`src/hdl/assert_macros.svh`:
```
// ----------------------------------------------------------------------------
// Assertion macros
// Clocked concurrent assertion helpers used by the training step unit.
// ----------------------------------------------------------------------------
`ifndef ASSERT_MACROS_SVH
`define ASSERT_MACROS_SVH
`ifndef SYNTH
// checked outside reset
`define SOM_ASSERT(label, prop, msg) \
   label: assert property (@(posedge clock) disable iff (reset) prop) else $error(msg);
// checked on every edge, reset included
`define SOM_ASSERT_ALWAYS(label, prop, msg) \
   label: assert property (@(posedge clock) prop) else $error(msg);
`else
`define SOM_ASSERT(label, prop, msg)
`define SOM_ASSERT_ALWAYS(label, prop, msg)
`endif
`endif

```
`src/hdl/som_ram.sv`:
```
// ----------------------------------------------------------------------------
// Generic RAM
// One write port, one read port, registered read data.
// ----------------------------------------------------------------------------
module som_ram #(
   parameter int WIDTH = 32,
   parameter int DEPTH = 100
) (
   input  logic                     clock,
   input  logic                     wr_en,
   input  logic [$clog2(DEPTH)-1:0] wr_addr,
   input  logic [WIDTH-1:0]         wr_data,
   input  logic [$clog2(DEPTH)-1:0] rd_addr,
   output logic [WIDTH-1:0]         rd_data
);
   logic [WIDTH-1:0] mem_ff [DEPTH];
   logic [WIDTH-1:0] rd_data_ff;

   always_ff @(posedge clock) begin
      if (wr_en) begin
         mem_ff[wr_addr] <= wr_data;
      end
      rd_data_ff <= mem_ff[rd_addr];
   end

   assign rd_data = rd_data_ff;
endmodule

```
`config.mk`:
```
export PLATFORM = sky130hd
export DESIGN_NAME = som_ram
export DESIGN_NICKNAME = d
export VERILOG_FILES = /design/src/hdl/assert_macros.svh /design/src/hdl/som_ram.sv
export SDC_FILE = /design/constraint.sdc
export NUM_CORES = 2
export LEC_CHECK = 0
export ABC_AREA = 1
export BUFFER_PORTS_ARGS = -buffer_cell sky130_fd_sc_hd__buf_2
export CORE_MARGIN = 2
export CORE_UTILIZATION = 33
export DETAILED_ROUTE_END_ITERATION = 6
export GPL_TIMING_DRIVEN = 0
export REMOVE_ABC_BUFFERS = 1
export SYNTH_ARGS = -nofsm -noshare
export SYNTH_HDL_FRONTEND = slang
export SYNTH_SLANG_ARGS = --single-unit
export TNS_END_PERCENT = 20
```
`constraint.sdc`:
```
create_clock -name clock -period 4.1 [get_ports clock]
set_input_delay 0.205 -clock clock [delete_from_list [all_inputs] [get_ports clock]]
set_output_delay 0.205 -clock clock [all_outputs]
set_load 0.01 [all_outputs]
```
After elaboration in Yosys (flattened, before gate mapping)
Memory sizes are Yosys's and may differ from the RTL's. A register that Yosys moved wholly into a read port is not among the register bits.
Cells that the tools add are included.
Word-level totals
  RAM bits: 3200
  register bits after elaboration: 0
  input port bits: 48
  word-level logic and storage cells: 3
  memories: 1
  output and inout bits: 32
Memories
  mem_ff: depth 100, bits a word 32, rd ports 1, clocked after Yosys merged registers in 1, wr ports 1, RTL line som_ram.sv:16  | logic [WIDTH-1:0] mem_ff [DEPTH];
Cells by class
  multiplexer cells: 2
Operator list (count)
  $mux 1: 2

Longest topological paths before layout
  word-level depth: 2
  depth in mapped cells: 15
  gate-level depth less buffers: 12

Worst setup path after synthesis
No wires, ideal clock.
  kind: input -> register
  from: input wr_en
  to: memory mem_ff[57][0] (enable)
  path slack: -0.221 ns
  stages: 3
  setup time: 0.505 ns
  arrival: 3.817 ns
  buffers on the path: 1
  path through: clkbuf_1 > nand3_1 > nor4_1
On the way
  word-level cells in the longest chain between the ends: 2
RTL lines
  from (decl): RTL line som_ram.sv:10  | input logic wr_en,
  $mux 1: RTL line som_ram.sv:20  | if (wr_en) begin
  $mux 1 (implied by the code): RTL line som_ram.sv:21  | mem_ff[wr_addr] <= wr_data;
  to (decl): RTL line som_ram.sv:16
Every way passes these cells.

==> reports/summary.txt <==
outcome: finished, violations left
failing checks: setup timing
Sequential Power Share: 52.8%
Die W: 630 um
Cell Int Power: 53.5 mW
CTS sink cnt: 3232
core area: 390000 um^2
Final Setup Violations: 8
via count: 82858
XOR/XNOR share of the synthesized area: 0%
Initial Util: 33.2%
Main synth FF type: edfxtp_1
r2r setup slk: 1.83 ns
leakage power: 51.6 nW
mux contribution to synthesized area: 0%
TritonRoute pass-1 iters: 6
Final WS setup: -0.101 ns
Reg-to-Reg Start: mem_ff[1][22]
Synth Instances: 10680
final hold viol count: 0
CTS tree: done
routed length per instance: 23.3 um
synthesis-to-finish area growth: 15.5%
post-synth top area share: 74.3%
Register Area: 96700 um^2
# DRC: 0
CP Capture Type: flip-flop
# rows: 229
Worst Hold End: mem_ff[73][31]
Hold WC Path Type: input port to flip-flop
die area: 397000 um^2
initial antenna violation count: 23
clock slew at reported path FFs: 0.06 ns
Synth area leaders: edfxtp_1 (74%), nand3_1 (10%), nand2_1 (10%), buf_2 (1.7%), nor2_1 (0.68%)
Final Cycle Share: 102%
H-tree level count: 5
Worst Max-Slew Pin Slew: 1.47 ns
VDD IR max: 0.346 mV
dpl hpwl: 205000 um
largest family of logic cells by synthesized area: simple AND/OR/NAND/NOR gates
Final Util: 38.3%
clk buf depth: 4
Worst R2R Path Depth: 8
#FFs+latches synth: 3232
Slowest-stage cell, CP: clkbuf_16
filler cell count: 36416
Final Cell Area: 149000 um^2
Post-synth EDFFs: 3200
Synth Area in Simple Gates: 21.5%
vias in the first global route: 77002
Final ANT Viol Nets: 0
cell taking the most area after synthesis: edfxtp_1
nets: 10683
Max-Slew Margin vs Limit: 1.82%
crit path DAT: 4.97 ns
Iteration-0 DRC Markers: 9293
Final Max Tran Viols: 0
skew final: 0.0477 ns
Switch Pwr: 15.6 mW
Avg Vias per Cell: 5.15
Worst Hold Depth: 5
CP peak stage delay: 0.48 ns
I/O Pins: 80
gpl congestion: 0.796
crit path cell chain: buf_12 > buf_16 > buf_16 > buf_16 > buf_16 > clkinv_16 > buf_16 > buf_16 > clkbuf_16 > nand3_1 > nand3_1 > nand2_1 > nand2_1 > nand3_1 > nand3_1 > nand2_1 > nand2_1 > nand2_2
first-pass GRT wire length: 540000 um
CTS Buf Count: 309
YS warnings: 0
post-synthesis cell type count: 23
most used cell along the critical path: buf_16
Netlist Area Pre-Place: 129000 um^2
grt total ovfl: 0
Fmax achieved: 0.238 GHz
Global Route Usage Sum: 18.3%
Multi-input gate area: 29700 um^2
Critical Setup Path Class: input port to flip-flop
Syn Area/Cell: 12.1 um^2
area of placed instances: 138000 um^2
adder-cell share of the synthesized area: 0%
die span in y: 630 um
pin count of the biggest net entering global routing: 200
RSZ-0062 raised after global routing: no
Clk pwr share: 40.6%
Root Buffer: clkbuf_16
port bufs: 79
reg-to-reg endpoint: rd_data[22]
min-delay src: wr_addr[6]
Sw Ratio: 22.6%
CP Launch Type: input port
PD cells: 463 nW/um^2
final worst path period need: 4.20 ns
final wirelength: 375000 um
Seq/Total Area, Yosys: 74.8%
Async SR Flop Fraction: 0%
compound-gate portion of the synthesized area: 0.867%
CP Max Fanout: 114
share of cells above drive strength 1: 7.75%
part of the power in combinational logic: 6.6%
WP data required: 4.87 ns
Max Cap Violations: 0
clk_lat worst skew: 0.90 ns
==> stage by stage <==
step | std cells | TNS [ns] | power, mW | setup WS (ns) | hold slack [ns]
floorplan | 9976 | -301.49 | 39.6 | -9.67 | 0.304
global route | 16079 | 0 | 71.0 | 0.0127 | 0.107
global placement | 15252 | -9325.41 | 42.5 | -191.74 | 0.598
CTS | 16065 | 0 | 69.3 | 0.0589 | 0.0138
finish | 16085 | -0.449 | 69.1 | -0.101 | 0.0742
detailed placement | 15455 | -68.32 | 41.5 | -2.58 | 0.599
==> worst max-delay path by stage <==
stage          startpoint           to
4_1_cts        rd_addr[0]  rd_data[14]
5_1_grt        rd_addr[0]  rd_data[19]
6_report       rd_addr[1]  rd_data[17]
3_5_place_dp   rd_addr[1]  rd_data[25]
2_1_floorplan  rd_addr[0]  rd_data[24]
3_3_place_gp   rd_addr[0]  rd_data[25]
==> cells in the final DEF (no fill, tap or decap), types with 49 or more instances in the layout <==
master | netlist | layout
buf_12 | 0 | 84
buf_16 | 0 | 101
clkbuf_1 | 140 | 70
clkbuf_16 | 0 | 323
clkinv_1 | 1 | 61
clkinv_2 | 1 | 49
edfxtp_1 | 3200 | 3200
nand2_1 | 3572 | 3566
nand3_1 | 2684 | 2681
nor2_1 | 234 | 138
nor2_4 | 0 | 96
o21ai_0 | 103 | 103
==> sequential cells by signal, indices dropped and copies added, names as in the netlist <==
| name | cells |
|---|---|
| mem_ff | 3200 |
| rd_data | 32 |
==> cell usage after synthesis (8+ instances only) <==
master,instances
buf_6,8
o21ai_0,103
buf_1,57
edfxtp_1,3200
o211ai_1,16
buf_2,427
a221o_1,18
o22ai_1,13
nand3_1,2684
nand2_1,3572
buf_4,72
nor2_1,234
a21oi_1,43
inv_1,44
nor3_1,8
clkbuf_1,140
dfxtp_1,32
==> power by group through the flow <==
stage,Sequential [mW],Clock [mW],Combinational [mW]
after CTS,36.5,28.4,4.48
after detailed placement,37.2,0,4.29
after floorplan,37.2,0,2.37
final,36.5,28.1,4.53
after global placement,37.3,0,5.20
after global routing,36.5,29.6,4.85
==> final cells by class <==
type,instances,area share [%]
repair buffers,347,4.22
flip-flops and latches,3232,64.8
inverters,48,0.176
clock inverters,155,0.959
multi-input cells,6696,19.9
diodes,14,0.0235
clock buffers,395,5.59
repair inverters,1,0.0109
well taps,5197,4.35
==> worst max-delay path: cells and delay by family <==
| family | cells | cell delay [ns] |
|---|---|---|
| buffers and inverters | 9 | 2.62 |
| AND/OR/NAND/NOR | 9 | 1.38 |
==> cells by family (layout without fill, tap and decap cells) <==
family,after synthesis,in the layout
AOI/OAI and AO/OA,194,194
DFF,3232,3232
and+or+nand+nor,6502,6502
other,0,14
buffers and inverters,752,946
==> routing by layer <==
| layer | vias up | global-route usage (%) | routed length, um |
|---|---|---|---|
| li1 | 37812 | - | - |
| met1 | 41049 | 24.2 | 150000 |
| met2 | 3410 | 30.5 | 182000 |
| met3 | 585 | 2.22 | 28000 |
| met4 | 2 | 7.25 | 15300 |
| met5 | - | 0 | 16 |
==> repair_timing <==
action,in CTS,in global routing
buffers inserted,0,0
endpoints found under the hold margin,1317,0
gates cloned,21,3
gates resized for setup,10,7
endpoints found under the setup margin,32,23
hold buffers,39,0
(Power assumes the default switching activity.)
