--- config.mk ---
export PLATFORM = sky130hd
export DESIGN_NAME = som_move
export DESIGN_NICKNAME = d
export VERILOG_FILES = /design/src/hdl/assert_macros.svh /design/src/hdl/som_pkg.sv /design/src/hdl/som_move.sv
export SDC_FILE = /design/constraint.sdc
export NUM_CORES = 2
export LEC_CHECK = 0
export ABC_AREA = 1
export ABC_CLOCK_PERIOD_IN_PS = 14000
export BUFFER_PORTS_ARGS = -buffer_cell sky130_fd_sc_hd__buf_2
export CORE_UTILIZATION = 38
export CTS_CLUSTER_DIAMETER = 100
export DETAILED_ROUTE_END_ITERATION = 10
export PLACE_DENSITY = 0.5
export RECOVER_POWER = 100
export SETUP_SLACK_MARGIN = 0.2
export SKIP_CTS_REPAIR_TIMING = 1
export SYNTH_ARGS = -nofsm -noshare
export SYNTH_HDL_FRONTEND = slang
export SYNTH_SLANG_ARGS = --single-unit
export TNS_END_PERCENT = 30
--- constraint.sdc ---
create_clock -name clock -period 14 [get_ports clock]
set_input_delay 0.7 -clock clock [delete_from_list [all_inputs] [get_ports clock]]
set_output_delay 0.7 -clock clock [all_outputs]
set_load 0.005 [all_outputs]
--- src/hdl/assert_macros.svh ---
// ----------------------------------------------------------------------------
// Assertion macros
// Clocked concurrent assertion helpers used by the training step unit.
// ----------------------------------------------------------------------------
`ifndef ASSERT_MACROS_SVH
`define ASSERT_MACROS_SVH
`ifndef SYNTH
// checked outside reset
`define SOM_ASSERT(label, prop, msg) \
   label: assert property (@(posedge clock) disable iff (reset) prop) else $error(msg);
// checked on every edge, reset included
`define SOM_ASSERT_ALWAYS(label, prop, msg) \
   label: assert property (@(posedge clock) prop) else $error(msg);
`else
`define SOM_ASSERT(label, prop, msg)
`define SOM_ASSERT_ALWAYS(label, prop, msg)
`endif
`endif

--- src/hdl/som_pkg.sv ---
// ----------------------------------------------------------------------------
// SOM training package
// Shared widths, codes and reset values of the self-organizing map unit.
// ----------------------------------------------------------------------------
package som_pkg;
   localparam int FRAC_BITS     = 16;
   localparam int VAL_W         = 16;
   localparam int DIST_W        = 33;
   localparam int OP_W          = 2;
   localparam int ADDR_FIELD_W  = 4;
   localparam int CSR_IDX_W     = 1;
   localparam int GRID_ROWS_DEF = 10;
   localparam int GRID_COLS_DEF = 10;

   localparam logic [VAL_W-1:0] VAL_MASK    = {VAL_W{1'b1}};
   localparam logic [VAL_W-1:0] LR_RESET    = 16'd13107;
   localparam logic [VAL_W-1:0] DECAY_RESET = 16'd30003;

   typedef logic [OP_W-1:0] op_type;
   localparam op_type OP_WRITE = 2'd0;
   localparam op_type OP_READ  = 2'd1;
   localparam op_type OP_TRAIN = 2'd2;

   typedef logic [CSR_IDX_W-1:0] csr_idx_type;
   localparam csr_idx_type CSR_LEARNING_RATE   = 1'd0;
   localparam csr_idx_type CSR_NEIGHBOUR_DECAY = 1'd1;
endpackage

--- src/hdl/som_move.sv ---
// ----------------------------------------------------------------------------
// SOM weight update stage
// Moves both weight components toward the sample by coef, rounding down.
// ----------------------------------------------------------------------------
module som_move
   import som_pkg::*;
(
   input  logic               clock,
   input  logic [VAL_W-1:0]   x0,
   input  logic [VAL_W-1:0]   x1,
   input  logic [VAL_W-1:0]   coef,
   input  logic [2*VAL_W-1:0] weight,
   output logic [2*VAL_W-1:0] weight_new
);
   logic [VAL_W-1:0]   xs   [2];
   logic [VAL_W-1:0]   ws   [2];
   logic [VAL_W-1:0]   diff [2];
   logic [2*VAL_W-1:0] mag  [2];
   logic [2*VAL_W:0]   down [2];
   logic [VAL_W-1:0]   nw   [2];
   logic [2*VAL_W-1:0] weight_new_ff;

   always_comb begin
      xs[0] = x0;
      xs[1] = x1;
      ws[0] = weight[VAL_W-1:0];
      ws[1] = weight[2*VAL_W-1:VAL_W];
      for (int k = 0; k < 2; k++) begin
         diff[k] = (xs[k] >= ws[k]) ? (xs[k] - ws[k]) : (ws[k] - xs[k]);
         mag[k]  = (2*VAL_W)'(diff[k]) * (2*VAL_W)'(coef);
         // round the downward step up so the result floors
         down[k] = ((2*VAL_W+1)'(mag[k]) + (2*VAL_W+1)'(VAL_MASK)) >> FRAC_BITS;
         if (xs[k] >= ws[k]) begin
            nw[k] = ws[k] + mag[k][2*VAL_W-1:FRAC_BITS];
         end else begin
            nw[k] = ws[k] - down[k][VAL_W-1:0];
         end
      end
   end

   always_ff @(posedge clock) begin
      weight_new_ff <= {nw[1], nw[0]};
   end

   assign weight_new = weight_new_ff;
endmodule

; Word-level counts from Yosys, hierarchy flattened
; Index checks and enable logic that the tools add are counted.
[totals]
regBits = 32
in_bits = 81
out_inout_bits = 32
elab_cells = 19
[classes]
add_sub_neg = 10
multipliers = 2
order_cmp = 2
mux = 4
[ops]
columns = operator, n
row1 = $sub A16 B16 Y16, 6
row2 = $add A32 B16 Y32 const B, 2
row3 = $mul A16 B16 Y32, 2
row4 = $mux W16, 4
row5 = $add A16 B16 Y16, 2
row6 = $ge A16 B16 Y1, 2

; Logic depth before layout (Yosys ltp)
[logic_depth]
word_depth = 6
ltp_mapped = 69
depth_no_buf = 68

; Least setup slack after synthesis
; OpenSTA, ideal clock, no wires.
[synth_path]
kind = input -> register
from = input x0[0]
to = register weight_new_ff[15] (netlist: weight_new[15])
setup_ns = 0.113
arrival_time_ns = 9.998
t_required_ns = 13.887
slack_ns = 3.889
path_stages = 64
n_path_buf = 1
cell_sequence = inv_1 ha_1 inv_1 fa_1 a221o_1 nand2_1 nand2_1 nand2_1 nand2_1 nand2_1 nand3_2 inv_2 buf_2 nand2_1 nand2_1 clkinv_1 nand2_1 fa_1 [... 28 more ...] o21ai_0 ha_1 nand2_1 nor3_1 nand2_1 o211ai_1 nand3_1 nand2_1 nand3_1 nand2_1 nand3_1 a21oi_1 o21ai_0 nand2_1 xor2_1 inv_1 nand3_1 nand2_1
[synth_rtl]
columns = item, line
row1 = from (decl), som_move.sv:9  ; input logic [VAL_W-1:0] x0,
row2 = to (signal assigned), som_move.sv:42  ; weight_new_ff <= {nw[1], nw[0]};
row3 = to (decl), som_move.sv:21  ; logic [2*VAL_W-1:0] weight_new_ff;

==> impl_metrics.yaml <==
status:
  outcome: "completed"
detailed_routing:
  drc: 0
  vias_per_cell: 4.92
  drtAntennaViolNets: 0
  wirelength_mm: 77.9
  first_pass_iters: 5
  vias: 22600
  wire_per_inst_um: 17.0
  drt_iter0_drc: 1448
place:
  dpl.hpwl_mm: 66.4
  portBuffers: 112
  gp_congestion: 0.903
floorplan:
  die_w_um: 259
  die_area_um2: 67300
  num_io_pins: 113
  initial_core_util_pct: 38.8
  num_rows: 93
  die_h_um: 259
  core-area_um2: 64900
timing:
  rsz0062_at_grt: "false"
  fmax_mhz: 79.0
  hold_violations: 0
  tightest_slew_ns: 1.11
  max_slew_margin_pct: 25.6
  setup_viol: 0
  fin_crit_sh_pct: 90.4
  slew_violations: 0
  finalCriticalPeriod_ns: 12.65
  tns_ns: 0
synthesis:
  synth_commonest_cells: "nand2_1, inv_1, fa_1"
  synthArstFlopShare_pct: 0
  synth_most_common_cell: "nand2_1"
  synth_seq_cells: 32
  synth_ff_type: "dfxtp_1"
  avgSynthCellArea_um2: 6.85
  synth_area_leaders: "fa_1, ha_1, nand2_1, inv_1, nor2_1"
  yosys.area.top_type: "fa_1"
  synth.net_count: 4456
  netlist_area_um2: 25200
  ys_seq_area_share_pct: 2.54
  synth.distinct_cells: 56
  yosys_warnings: 0
  netlist_instances: 3675
  synth_edf_count: 0
  synth_top_area_share_pct: 31.3
global_routing:
  grt_max_degree: 38
  first_global_vias: 22300
  grt_usage_pct: 23.6
  antenna_found_initial: 1
  grt_overflow_total: 0
  grt_pass1_wl_mm: 124
final_layout:
  largest_reg_flops: 32
  area_delta_synth_final_pct: 6.08
  antenna-diode-count: 0
  num-nets-final: 4509
  fill_cells: 7116
  drive_gt1_share_pct: 5.66
worst_setup_path:
  startpoint_type: "primary input"
  cp_common_cell: "nand2_1"
  slowest_delay_ns: 0.72
  path_max_fanout: 37
  path_class: "primary input to flop"
  required_ns: 14.21
  crit_slowest_cell: "inv_2"
  worstPathArrival_ns: 12.86
  endpoint_kind: "flop"
cts:
  cts_tree: "yes"
  cts_buffer_depth: 2
  numClockSinks: 32
  root_buffer: "clkbuf_16"
  cts_max_level: 2
  numCtsBuffers: 5
  path_clk_slew_ns: 0.07
worst_hold_path:
  hold_depth: 2
  hold_start: "weight[0]"
  min_to: "weight_new[0]$_DFF_P_"
  min_path_type: "primary input to flop"
run:
  maxCapViolCount: 0
[metal layers]
| layer | GRT usage (%) | up-vias | routed length (um) |
|---|---|---|---|
| met2 | 38.0 | 464 | 35200 |
| met3 | 1.81 | 43 | 3310 |
| met4 | 3.22 | 0 | 809 |
| li1 | - | 11100 | - |
| met5 | 0 | - | 0 |
| met1 | 35.0 | 10900 | 38600 |
[cells in the final DEF, fill, tap and decap left out, types with 4 or more instances in the layout]
cell type and instances:
inv_2 12, nand2_2 30, clkbuf_16 5, fa_1 394, o21a_1 6, o21ai_1 5, nand3_1 145, buf_2 94
nand3_2 10, nor2_1 376, o21ai_0 84, nor3_1 17, nor3_2 4, o31ai_1 4, nand4_1 34, xnor2_1 21
inv_1 838, dfxtp_1 32, clkbuf_1 16, nand2_1 946, ha_1 306, o22ai_1 4, o2111ai_1 6, a31oi_1 8
nor2_4 12, nand3b_1 7, xor2_1 72, a21o_1 8, o21bai_1 11, buf_4 11, o211ai_1 7, a21oi_1 139
clkinv_1 13, nor2_2 16, or2_2 4
[metrics by stage]
stage	util [%]	std cells	hold WS, ns	instance area (um^2)	worst slack [ns]
final	41.1	4584	0.655	26700	1.35
after global routing	41.1	4584	0.663	26700	0.254
after CTS	41.2	4584	0.654	26800	1.38
after detailed placement	40.9	4576	0.970	26600	1.09
after global placement	40.9	4576	0.965	26600	1.12
after floorplan	-	3675	0.830	25200	3.89
[cell families (layout without fill, tap and decap cells)]
family	Yosys count	in the layout	synth area share [%]
XOR/XNOR	95	95	3.36
AND/OR/NAND/NOR	1611	1611	26.8
buffers and inverters	940	994	14.1
adder cells (fa/ha/maj)	700	700	46.5
AO/OA/AOI/OAI	296	296	6.63
flip-flops	32	32	2.54
multiplexers	1	1	0.0398
[critical path: cells and delay by family]
family	cells	cell delay (ns)
adder cells (fa/ha/maj)	11	4.51
XOR/XNOR	1	0.21
AND/OR/NAND/NOR	34	4.44
buffers and inverters	12	1.91
AO/OA/AOI/OAI	6	1.06
[worst max-delay path by stage]
stage,slack (ns),end,start
floorplan,3.89,weight_new[15]$_DFF_P_,x0[0]
global placement,1.12,weight_new[15]$_DFF_P_,x0[0]
detailed placement,1.09,weight_new[15]$_DFF_P_,x0[0]
CTS,1.38,weight_new[15]$_DFF_P_,x0[0]
global route,0.25,weight_new[15]$_DFF_P_,x0[0]
finish,1.35,weight_new[15]$_DFF_P_,x0[0]
[cell type report]
| cell class | count | area, um^2 | area share (%) |
|---|---|---|---|
| clock buffer | 5 | 125 | 0.469 |
| clock inverter | 3 | 46.3 | 0.173 |
| inverter | 863 | 3240 | 12.1 |
| multi-input combinational | 2703 | 21000 | 78.5 |
| sequential | 32 | 641 | 2.40 |
| tap | 855 | 1070 | 4.01 |
| timing repair buffer | 123 | 621 | 2.32 |
Power is not shown: default switching activity piles up to over one toggle a cycle in this logic, so the estimate is an artifact.
