`config.mk`:
```
export PLATFORM = sky130hd
export DESIGN_NAME = som_dist
export DESIGN_NICKNAME = d
export VERILOG_FILES = /design/src/hdl/assert_macros.svh /design/src/hdl/som_pkg.sv /design/src/hdl/som_dist.sv
export SDC_FILE = /design/constraint.sdc
export NUM_CORES = 1
export LEC_CHECK = 0
export BUFFER_PORTS_ARGS = -buffer_cell sky130_fd_sc_hd__buf_2
export CAP_MARGIN = 5
export CORE_MARGIN = 5
export CORE_UTILIZATION = 35
export CTS_CLUSTER_SIZE = 30
export DETAILED_ROUTE_END_ITERATION = 16
export GPL_TIMING_DRIVEN = 0
export PLACE_DENSITY_LB_ADDON = 0.12
export SYNTH_ARGS = -nofsm -noshare
export SYNTH_HDL_FRONTEND = slang
export SYNTH_SLANG_ARGS = --single-unit
```
`constraint.sdc`:
```
create_clock -name clock -period 28.3 [get_ports clock]
set_clock_uncertainty 0.05 [all_clocks]
set_input_delay 5.66 -clock clock [delete_from_list [all_inputs] [get_ports clock]]
set_output_delay 5.66 -clock clock [all_outputs]
set_load 0.03 [all_outputs]
```
`src/hdl/assert_macros.svh`:
```
// ----------------------------------------------------------------------------
// Assertion macros
// Clocked concurrent assertion helpers used by the training step unit.
// ----------------------------------------------------------------------------
`ifndef ASSERT_MACROS_SVH
`define ASSERT_MACROS_SVH
`ifndef SYNTH
// checked outside reset
`define SOM_ASSERT(label, prop, msg) \
   label: assert property (@(posedge clock) disable iff (reset) prop) else $error(msg);
// checked on every edge, reset included
`define SOM_ASSERT_ALWAYS(label, prop, msg) \
   label: assert property (@(posedge clock) prop) else $error(msg);
`else
`define SOM_ASSERT(label, prop, msg)
`define SOM_ASSERT_ALWAYS(label, prop, msg)
`endif
`endif

```
`src/hdl/som_pkg.sv`:
```
// ----------------------------------------------------------------------------
// SOM training package
// Shared widths, codes and reset values of the self-organizing map unit.
// ----------------------------------------------------------------------------
package som_pkg;
   localparam int FRAC_BITS     = 16;
   localparam int VAL_W         = 16;
   localparam int DIST_W        = 33;
   localparam int OP_W          = 2;
   localparam int ADDR_FIELD_W  = 4;
   localparam int CSR_IDX_W     = 1;
   localparam int GRID_ROWS_DEF = 10;
   localparam int GRID_COLS_DEF = 10;

   localparam logic [VAL_W-1:0] VAL_MASK    = {VAL_W{1'b1}};
   localparam logic [VAL_W-1:0] LR_RESET    = 16'd13107;
   localparam logic [VAL_W-1:0] DECAY_RESET = 16'd30003;

   typedef logic [OP_W-1:0] op_type;
   localparam op_type OP_WRITE = 2'd0;
   localparam op_type OP_READ  = 2'd1;
   localparam op_type OP_TRAIN = 2'd2;

   typedef logic [CSR_IDX_W-1:0] csr_idx_type;
   localparam csr_idx_type CSR_LEARNING_RATE   = 1'd0;
   localparam csr_idx_type CSR_NEIGHBOUR_DECAY = 1'd1;
endpackage

```
`src/hdl/som_dist.sv`:
```
// ----------------------------------------------------------------------------
// SOM distance stage
// Registered squared Euclidean distance between a weight and the sample.
// ----------------------------------------------------------------------------
module som_dist
   import som_pkg::*;
(
   input  logic                 clock,
   input  logic [VAL_W-1:0]     x0,
   input  logic [VAL_W-1:0]     x1,
   input  logic [2*VAL_W-1:0]   weight,
   output logic [DIST_W-1:0]    sq_dist
);
   logic [VAL_W-1:0]   d0, d1, w0, w1;
   logic [2*VAL_W-1:0] sq0, sq1;
   logic [DIST_W-1:0]  dist_ff;

   always_comb begin
      w0  = weight[VAL_W-1:0];
      w1  = weight[2*VAL_W-1:VAL_W];
      d0  = (x0 >= w0) ? (x0 - w0) : (w0 - x0);
      d1  = (x1 >= w1) ? (x1 - w1) : (w1 - x1);
      sq0 = (2*VAL_W)'(d0) * (2*VAL_W)'(d0);
      sq1 = (2*VAL_W)'(d1) * (2*VAL_W)'(d1);
   end

   always_ff @(posedge clock) begin
      dist_ff <= DIST_W'(sq0) + DIST_W'(sq1);
   end

   assign sq_dist = dist_ff;
endmodule

```
== Word level (Yosys, flattened, before mapping) ==
Cells that the tools add are included.

* Bits in registers: 33
* Latch bits: 0
* RAM bits: 0
* Memory bits (read-only): 0
* Bits of input ports: 65
* Output and inout bits: 33
* Logic and storage cells: 12
* Memories: 0

* Add/sub/neg operators: 5
* Multipliers: 2
* Divide/modulo/power cells: 0
* $lt $le $gt $ge: 2
* Equal/unequal tests: 0
* Shift operators: 0
* Muxes and demuxes: 2
* Bitwise operators: 0
* Reductions and logical operators: 0

{| class="wikitable"
|+ Operators with widths
! cell !! count
|-
| $mul 16x16->32 || 2
|-
| $sub 16x16->16 || 4
|-
| $add 32x32->33 || 1
|-
| $ge 16x16->1 || 2
|-
| $mux 16 || 2
|}

== Longest topological paths before layout ==
* Depth after elaboration: 4
* Gate-level depth with buffers: 42
* Depth with buffers taken out: 40

== Worst setup path after synthesis ==
OpenSTA, ideal clock, no wires.

* Path kind: in2reg
* From: in x0[9]
* To: reg dist_ff[32], in the netlist sq_dist[32]
* Library setup time: 129 ps
* Arrival: 14906 ps
* Data required time: 28121 ps
* Slack: 13214 ps
* Cell stages on the path: 38
* Cells stage by stage: inv_1 > ha_1 > buf_2 > and3_4 > and4_4 > a2111oi_2 > a31oi_1 > a31oi_4 > buf_6 > mux2i_1 > a32oi_1 > xor2_2 > buf_4 > nor2_1 > fa_1 > ha_1 > a21o_1 > fa_1 > (+2 left out) > inv_1 > fa_1 > fa_1 > fa_1 > inv_1 > fa_1 > inv_1 > ha_1 > a21o_1 > a21oi_1 > nor2_1 > a41oi_1 > o21a_1 > nor3_1 > a2111oi_0 > o21ai_0 > a21oi_1 > xnor3_1

* Word-level cells in the longest chain between the ends: 4
* Elaborated cells between the ends (all ways): 6
* Those cells by class: add/sub: 3; mul: 1; order compare: 1; mux: 1

{| class="wikitable"
|+ Ends and longest elaborated chain
! item !! line !! text
|-
| from (decl) || som_dist.sv:9 || <nowiki>input logic [VAL_W-1:0] x0,</nowiki>
|-
| $sub 16x16->16 / $ge 16x16->1 (equally long branches) || som_dist.sv:21 || <nowiki>d0 = (x0 >= w0) ? (x0 - w0) : (w0 - x0);</nowiki>
|-
| $mux 16 * || som_dist.sv:21 ||
|-
| $mul 16x16->32 * || som_dist.sv:23 || <nowiki>sq0 = (2*VAL_W)'(d0) * (2*VAL_W)'(d0);</nowiki>
|-
| $add 32x32->33 * || som_dist.sv:28 || <nowiki>dist_ff <= DIST_W'(sq0) + DIST_W'(sq1);</nowiki>
|-
| to (signal assigned) || som_dist.sv:28 ||
|-
| to (decl) || som_dist.sv:16 || <nowiki>logic [DIST_W-1:0] dist_ff;</nowiki>
|}

Every way passes the cells marked *; elsewhere a longest branch is shown, timed or not.

== Final worst setup path ==
* From: in x1[0]
* To: reg dist_ff[32], in the netlist sq_dist[32]

* Word-level cells in the longest chain between the ends: 4
* Elaborated cells between the ends (all ways): 6
* Those cells by class: add/sub: 3; mul: 1; order compare: 1; mux: 1

{| class="wikitable"
|+ Ends and longest elaborated chain
! item !! line !! text
|-
| from (decl) || som_dist.sv:10 || <nowiki>input logic [VAL_W-1:0] x1,</nowiki>
|-
| $sub 16x16->16 / $ge 16x16->1 (equally long branches) || som_dist.sv:22 || <nowiki>d1 = (x1 >= w1) ? (x1 - w1) : (w1 - x1);</nowiki>
|-
| $mux 16 * || som_dist.sv:22 ||
|-
| $mul 16x16->32 * || som_dist.sv:24 || <nowiki>sq1 = (2*VAL_W)'(d1) * (2*VAL_W)'(d1);</nowiki>
|-
| $add 32x32->33 * || som_dist.sv:28 ||
|}

Marks and branches as above.

==> impl_summary.md <==
Drt
The final layout contains routed wiring with a total length of about 47 mm. Dividing the detail-routed wire length by the instance count gives 16.6 µm. The number of detailed-route iterations in the first pass is 5. Summing over every cut layer, the via total after detailed routing is approximately 14k.

In the routed design, unresolved DRC markers number 0. The DRC violation total after the first TritonRoute iteration is 495. The number of vias per cell is 4.81.

Once detail routing completed, the nets flagged for antenna violations numbered 0.

STA
Setup violations remaining at the end of the flow were counted as 0. Across all hold checks on the routed design, the worst slack comes to 6.18 ns. Setup repair after global routing left no endpoint under its margin. The hold violation count in the final report is 0. Summed over all failing endpoints, the final setup total negative slack is 0 ns.

For this run, the top clock speed supported by timing is ~0.06 GHz. The smallest clock period supported by the final layout is computed as 16.91 ns. The worst slew margin relative to its limit is 0.150. The final critical-path share of the clock period is 0.597. The transition at the pin with the smallest max-transition slack is 1.27 ns.

The count of pins over their slew limit was 0.

Yosys
The number of enable-type register cells in the synthesized netlist is 0. The dominant cell type by area after synthesis is sky130_fd_sc_hd__fa_1. By area the synthesized netlist is led by sky130_fd_sc_hd__fa_1 (42%), sky130_fd_sc_hd__ha_1 (18%), sky130_fd_sc_hd__inv_1 (11%), sky130_fd_sc_hd__nor2_1 (4.0%), sky130_fd_sc_hd__dfxtp_1 (3.6%). The mean area per synthesized cell is 9.03 µm².

Counting every net in the synthesized netlist gives 2,750. The share of the synthesized area in the top cell type is 0.421. The number of unique standard cell types used by synthesis is 81. The number of flip-flops and latches in the synthesized netlist is 33. The yosys synthesis warning count is 0.

For this run, the register share of the synthesized area comes to 0.0359. The cell count after synthesis is a little over 2k. Among all flip-flop cells after synthesis, the most frequent one is sky130_fd_sc_hd__dfxtp_1.

The share of flip-flops with an asynchronous set or reset after synthesis is 0. The post-synthesis instance area is 18,400 µm².

Place
The count of buffers added on input and output ports is 97. The routability congestion estimate from global placement is ~0.84. After legalization and detailed placement, the total HPWL measured between 40 and 50 mm.

Final layout
Leaving out fill and tap cells, the most frequent cells in the layout are sky130_fd_sc_hd__inv_1 (560), sky130_fd_sc_hd__fa_1 (387), sky130_fd_sc_hd__ha_1 (258). In the final design database the tool counted 2,854 nets. Fill cells in the final layout number about 5.5k. Leaving out fill and tap cells, the most frequent cell in the layout is sky130_fd_sc_hd__inv_1. The area growth from synthesis to layout is 8.24%. The register with the most flip-flops in the layout has 33 of them. The share of final-layout standard cells stronger than drive strength 1 is 0.0867. The number of antenna repair diodes is 0.

Clock network
The number of resized instances in the post-cts repair step is 0. Counting the buffers created by CTS gives 5. CTS saw 33 sinks.

TritonCTS built the clock tree. The buffer cell driving the clock tree root is sky130_fd_sc_hd__clkbuf_16. The buffer levels on the longest clock path is 2. The clock tree synthesis step divided the H-tree into 2 levels. The clock-pin slew on the worst setup and hold paths is around 0.070 ns. The number of buffers inserted for hold repair after clock tree synthesis is 0. The post-CTS setup buffer count is 0.

Worst setup path
The most common cell type on the critical path is sky130_fd_sc_hd__fa_1. The maximum fanout along the worst path is 10. The delay contributed by the slowest stage of the critical path is 1.00 ns.

The slowest stage of the critical path is the sky130_fd_sc_hd__xor2_1 cell. STA puts the critical path data required time at 28.44 ns. The critical path contains buffers and inverters numbering 8 combined. At the worst endpoint, the arrival time is 17.05 ns. STA classifies the critical path startpoint as an input port. Grouping stages by cell kind, the critical path spends the most delay in adder cells.

The worst setup path is captured at a flip-flop. The critical setup path kind is input port to flip-flop.

Global routing
The first-pass GRT wire length is 77.5 mm. The aggregate global-route resource usage is 0.171. The number of antenna violations at the first check in global routing came to 0. The via count of the first global-routing pass was 15.0k. The leftover overflow at the end of global routing is 0. Entering global routing, the biggest net connects 13 pins.

Floorplan
The die outline area is 57,300 µm². After floorplanning, the core was sized to cover 52,300 µm². The die outline height is 239 µm. The number of placement rows is 84. The starting density of the core is 0.352. The I/O pin count is approximately 100. From left edge to right edge, the die measures 239 µm.

Worst hold path
The number of instances on the worst hold path is 5. The endpoint of the worst hold path is sq_dist[0]$_DFF_P_. The path type of the worst min-delay path is input port to flip-flop. The startpoint identified for the worst hold timing path is weight[16].

Job
The max-capacitance violation count is 0.

Status
The flow ran to the end, and the final reports show no timing, DRC or antenna violations.
-- cells in the mapped netlist, types with 3 or more instances --
cell type,number
sky130_fd_sc_hd__nand2b_1,34
sky130_fd_sc_hd__xnor2_2,7
sky130_fd_sc_hd__nor3_1,17
sky130_fd_sc_hd__o21a_1,9
sky130_fd_sc_hd__a21oi_1,65
sky130_fd_sc_hd__a31o_2,3
sky130_fd_sc_hd__mux2i_1,12
sky130_fd_sc_hd__buf_6,3
sky130_fd_sc_hd__a31oi_1,7
sky130_fd_sc_hd__dfxtp_1,33
sky130_fd_sc_hd__o31ai_1,7
sky130_fd_sc_hd__o21ai_0,35
sky130_fd_sc_hd__nor2_1,196
sky130_fd_sc_hd__ha_1,258
sky130_fd_sc_hd__nor2b_1,7
sky130_fd_sc_hd__xnor2_1,35
sky130_fd_sc_hd__o21ai_1,3
sky130_fd_sc_hd__or2_2,13
sky130_fd_sc_hd__or3_1,3
sky130_fd_sc_hd__o211ai_1,6
sky130_fd_sc_hd__inv_2,4
sky130_fd_sc_hd__a211oi_1,5
sky130_fd_sc_hd__and3_1,4
sky130_fd_sc_hd__mux2_2,4
sky130_fd_sc_hd__o21bai_1,12
sky130_fd_sc_hd__buf_2,24
sky130_fd_sc_hd__clkbuf_1,20
sky130_fd_sc_hd__and2_1,6
sky130_fd_sc_hd__inv_1,560
sky130_fd_sc_hd__nand3_1,15
sky130_fd_sc_hd__o41ai_1,5
sky130_fd_sc_hd__a21o_1,41
sky130_fd_sc_hd__xor2_1,28
sky130_fd_sc_hd__nand4_1,7
sky130_fd_sc_hd__nand2_1,104
sky130_fd_sc_hd__fa_1,387
-- per-layer routing --
metal,GRT usage,vias to the layer above,share of wire
met5,0,-,0
li1,-,6390,-
met2,0.322,224,0.54
met3,0.0188,49,0.034
met1,0.213,6968,0.41
met4,0.0344,0,0.019
-- worst min-delay path: stages --
cell and delay, ns:
sky130_fd_sc_hd__buf_2 0.11, sky130_fd_sc_hd__ha_1 0.22, sky130_fd_sc_hd__buf_2 0.21, sky130_fd_sc_hd__inv_1 0.17
sky130_fd_sc_hd__ha_1 0.14
-- metrics by stage --
step | worst slack [ns] | cell area [µm²] | utilization | instances
2_1_floorplan | 13.21 | 18400 | - | 2040
3_3_place_gp | 10.90 | 19800 | 0.378 | 2825
3_5_place_dp | 10.91 | 19800 | 0.378 | 2825
4_1_cts | 11.20 | 19900 | 0.381 | 2833
5_1_grt | 10.48 | 19900 | 0.381 | 2833
6_report | 11.39 | 19900 | 0.381 | 2833
-- worst max path at each step --
| stage | depth (start not counted) | slack, ns | to | startpoint |
|---|---|---|---|---|
| CTS | 38 | 11.20 | sq_dist[32]$_DFF_P_ | x0[0] |
| global placement | 38 | 10.90 | sq_dist[32]$_DFF_P_ | x0[0] |
| floorplan | 38 | 13.21 | sq_dist[32]$_DFF_P_ | x0[9] |
| detailed placement | 38 | 10.91 | sq_dist[32]$_DFF_P_ | x0[0] |
| finish | 38 | 11.39 | sq_dist[32]$_DFF_P_ | x1[0] |
| global route | 38 | 10.48 | sq_dist[32]$_DFF_P_ | x0[0] |
-- cell families after synthesis --
kind of cell | synth area share
adders and majority gates | 0.596
xor gates and xnor gates | 0.0391
muxes | 0.0102
AOI/OAI and AO/OA | 0.0862
DFF | 0.0359
buffers and inverters | 0.129
and+or+nand+nor | 0.104
-- area by class of cell --
class | count | area [µm²] | share of cell area
multi-input cells | 1391 | 15400 | 0.772
inverters | 566 | 2120 | 0.107
well taps | 688 | 861 | 0.0432
flip-flops and latches | 33 | 661 | 0.0331
repair buffers | 97 | 485 | 0.0244
plain buffers | 50 | 249 | 0.0125
clock buffers | 5 | 125 | 0.00628
clock inverters | 3 | 46.3 | 0.00232
Power is left out: the tool's default activity adds up to more than one toggle a clock period on the data nets, which glitch-free logic cannot reach.
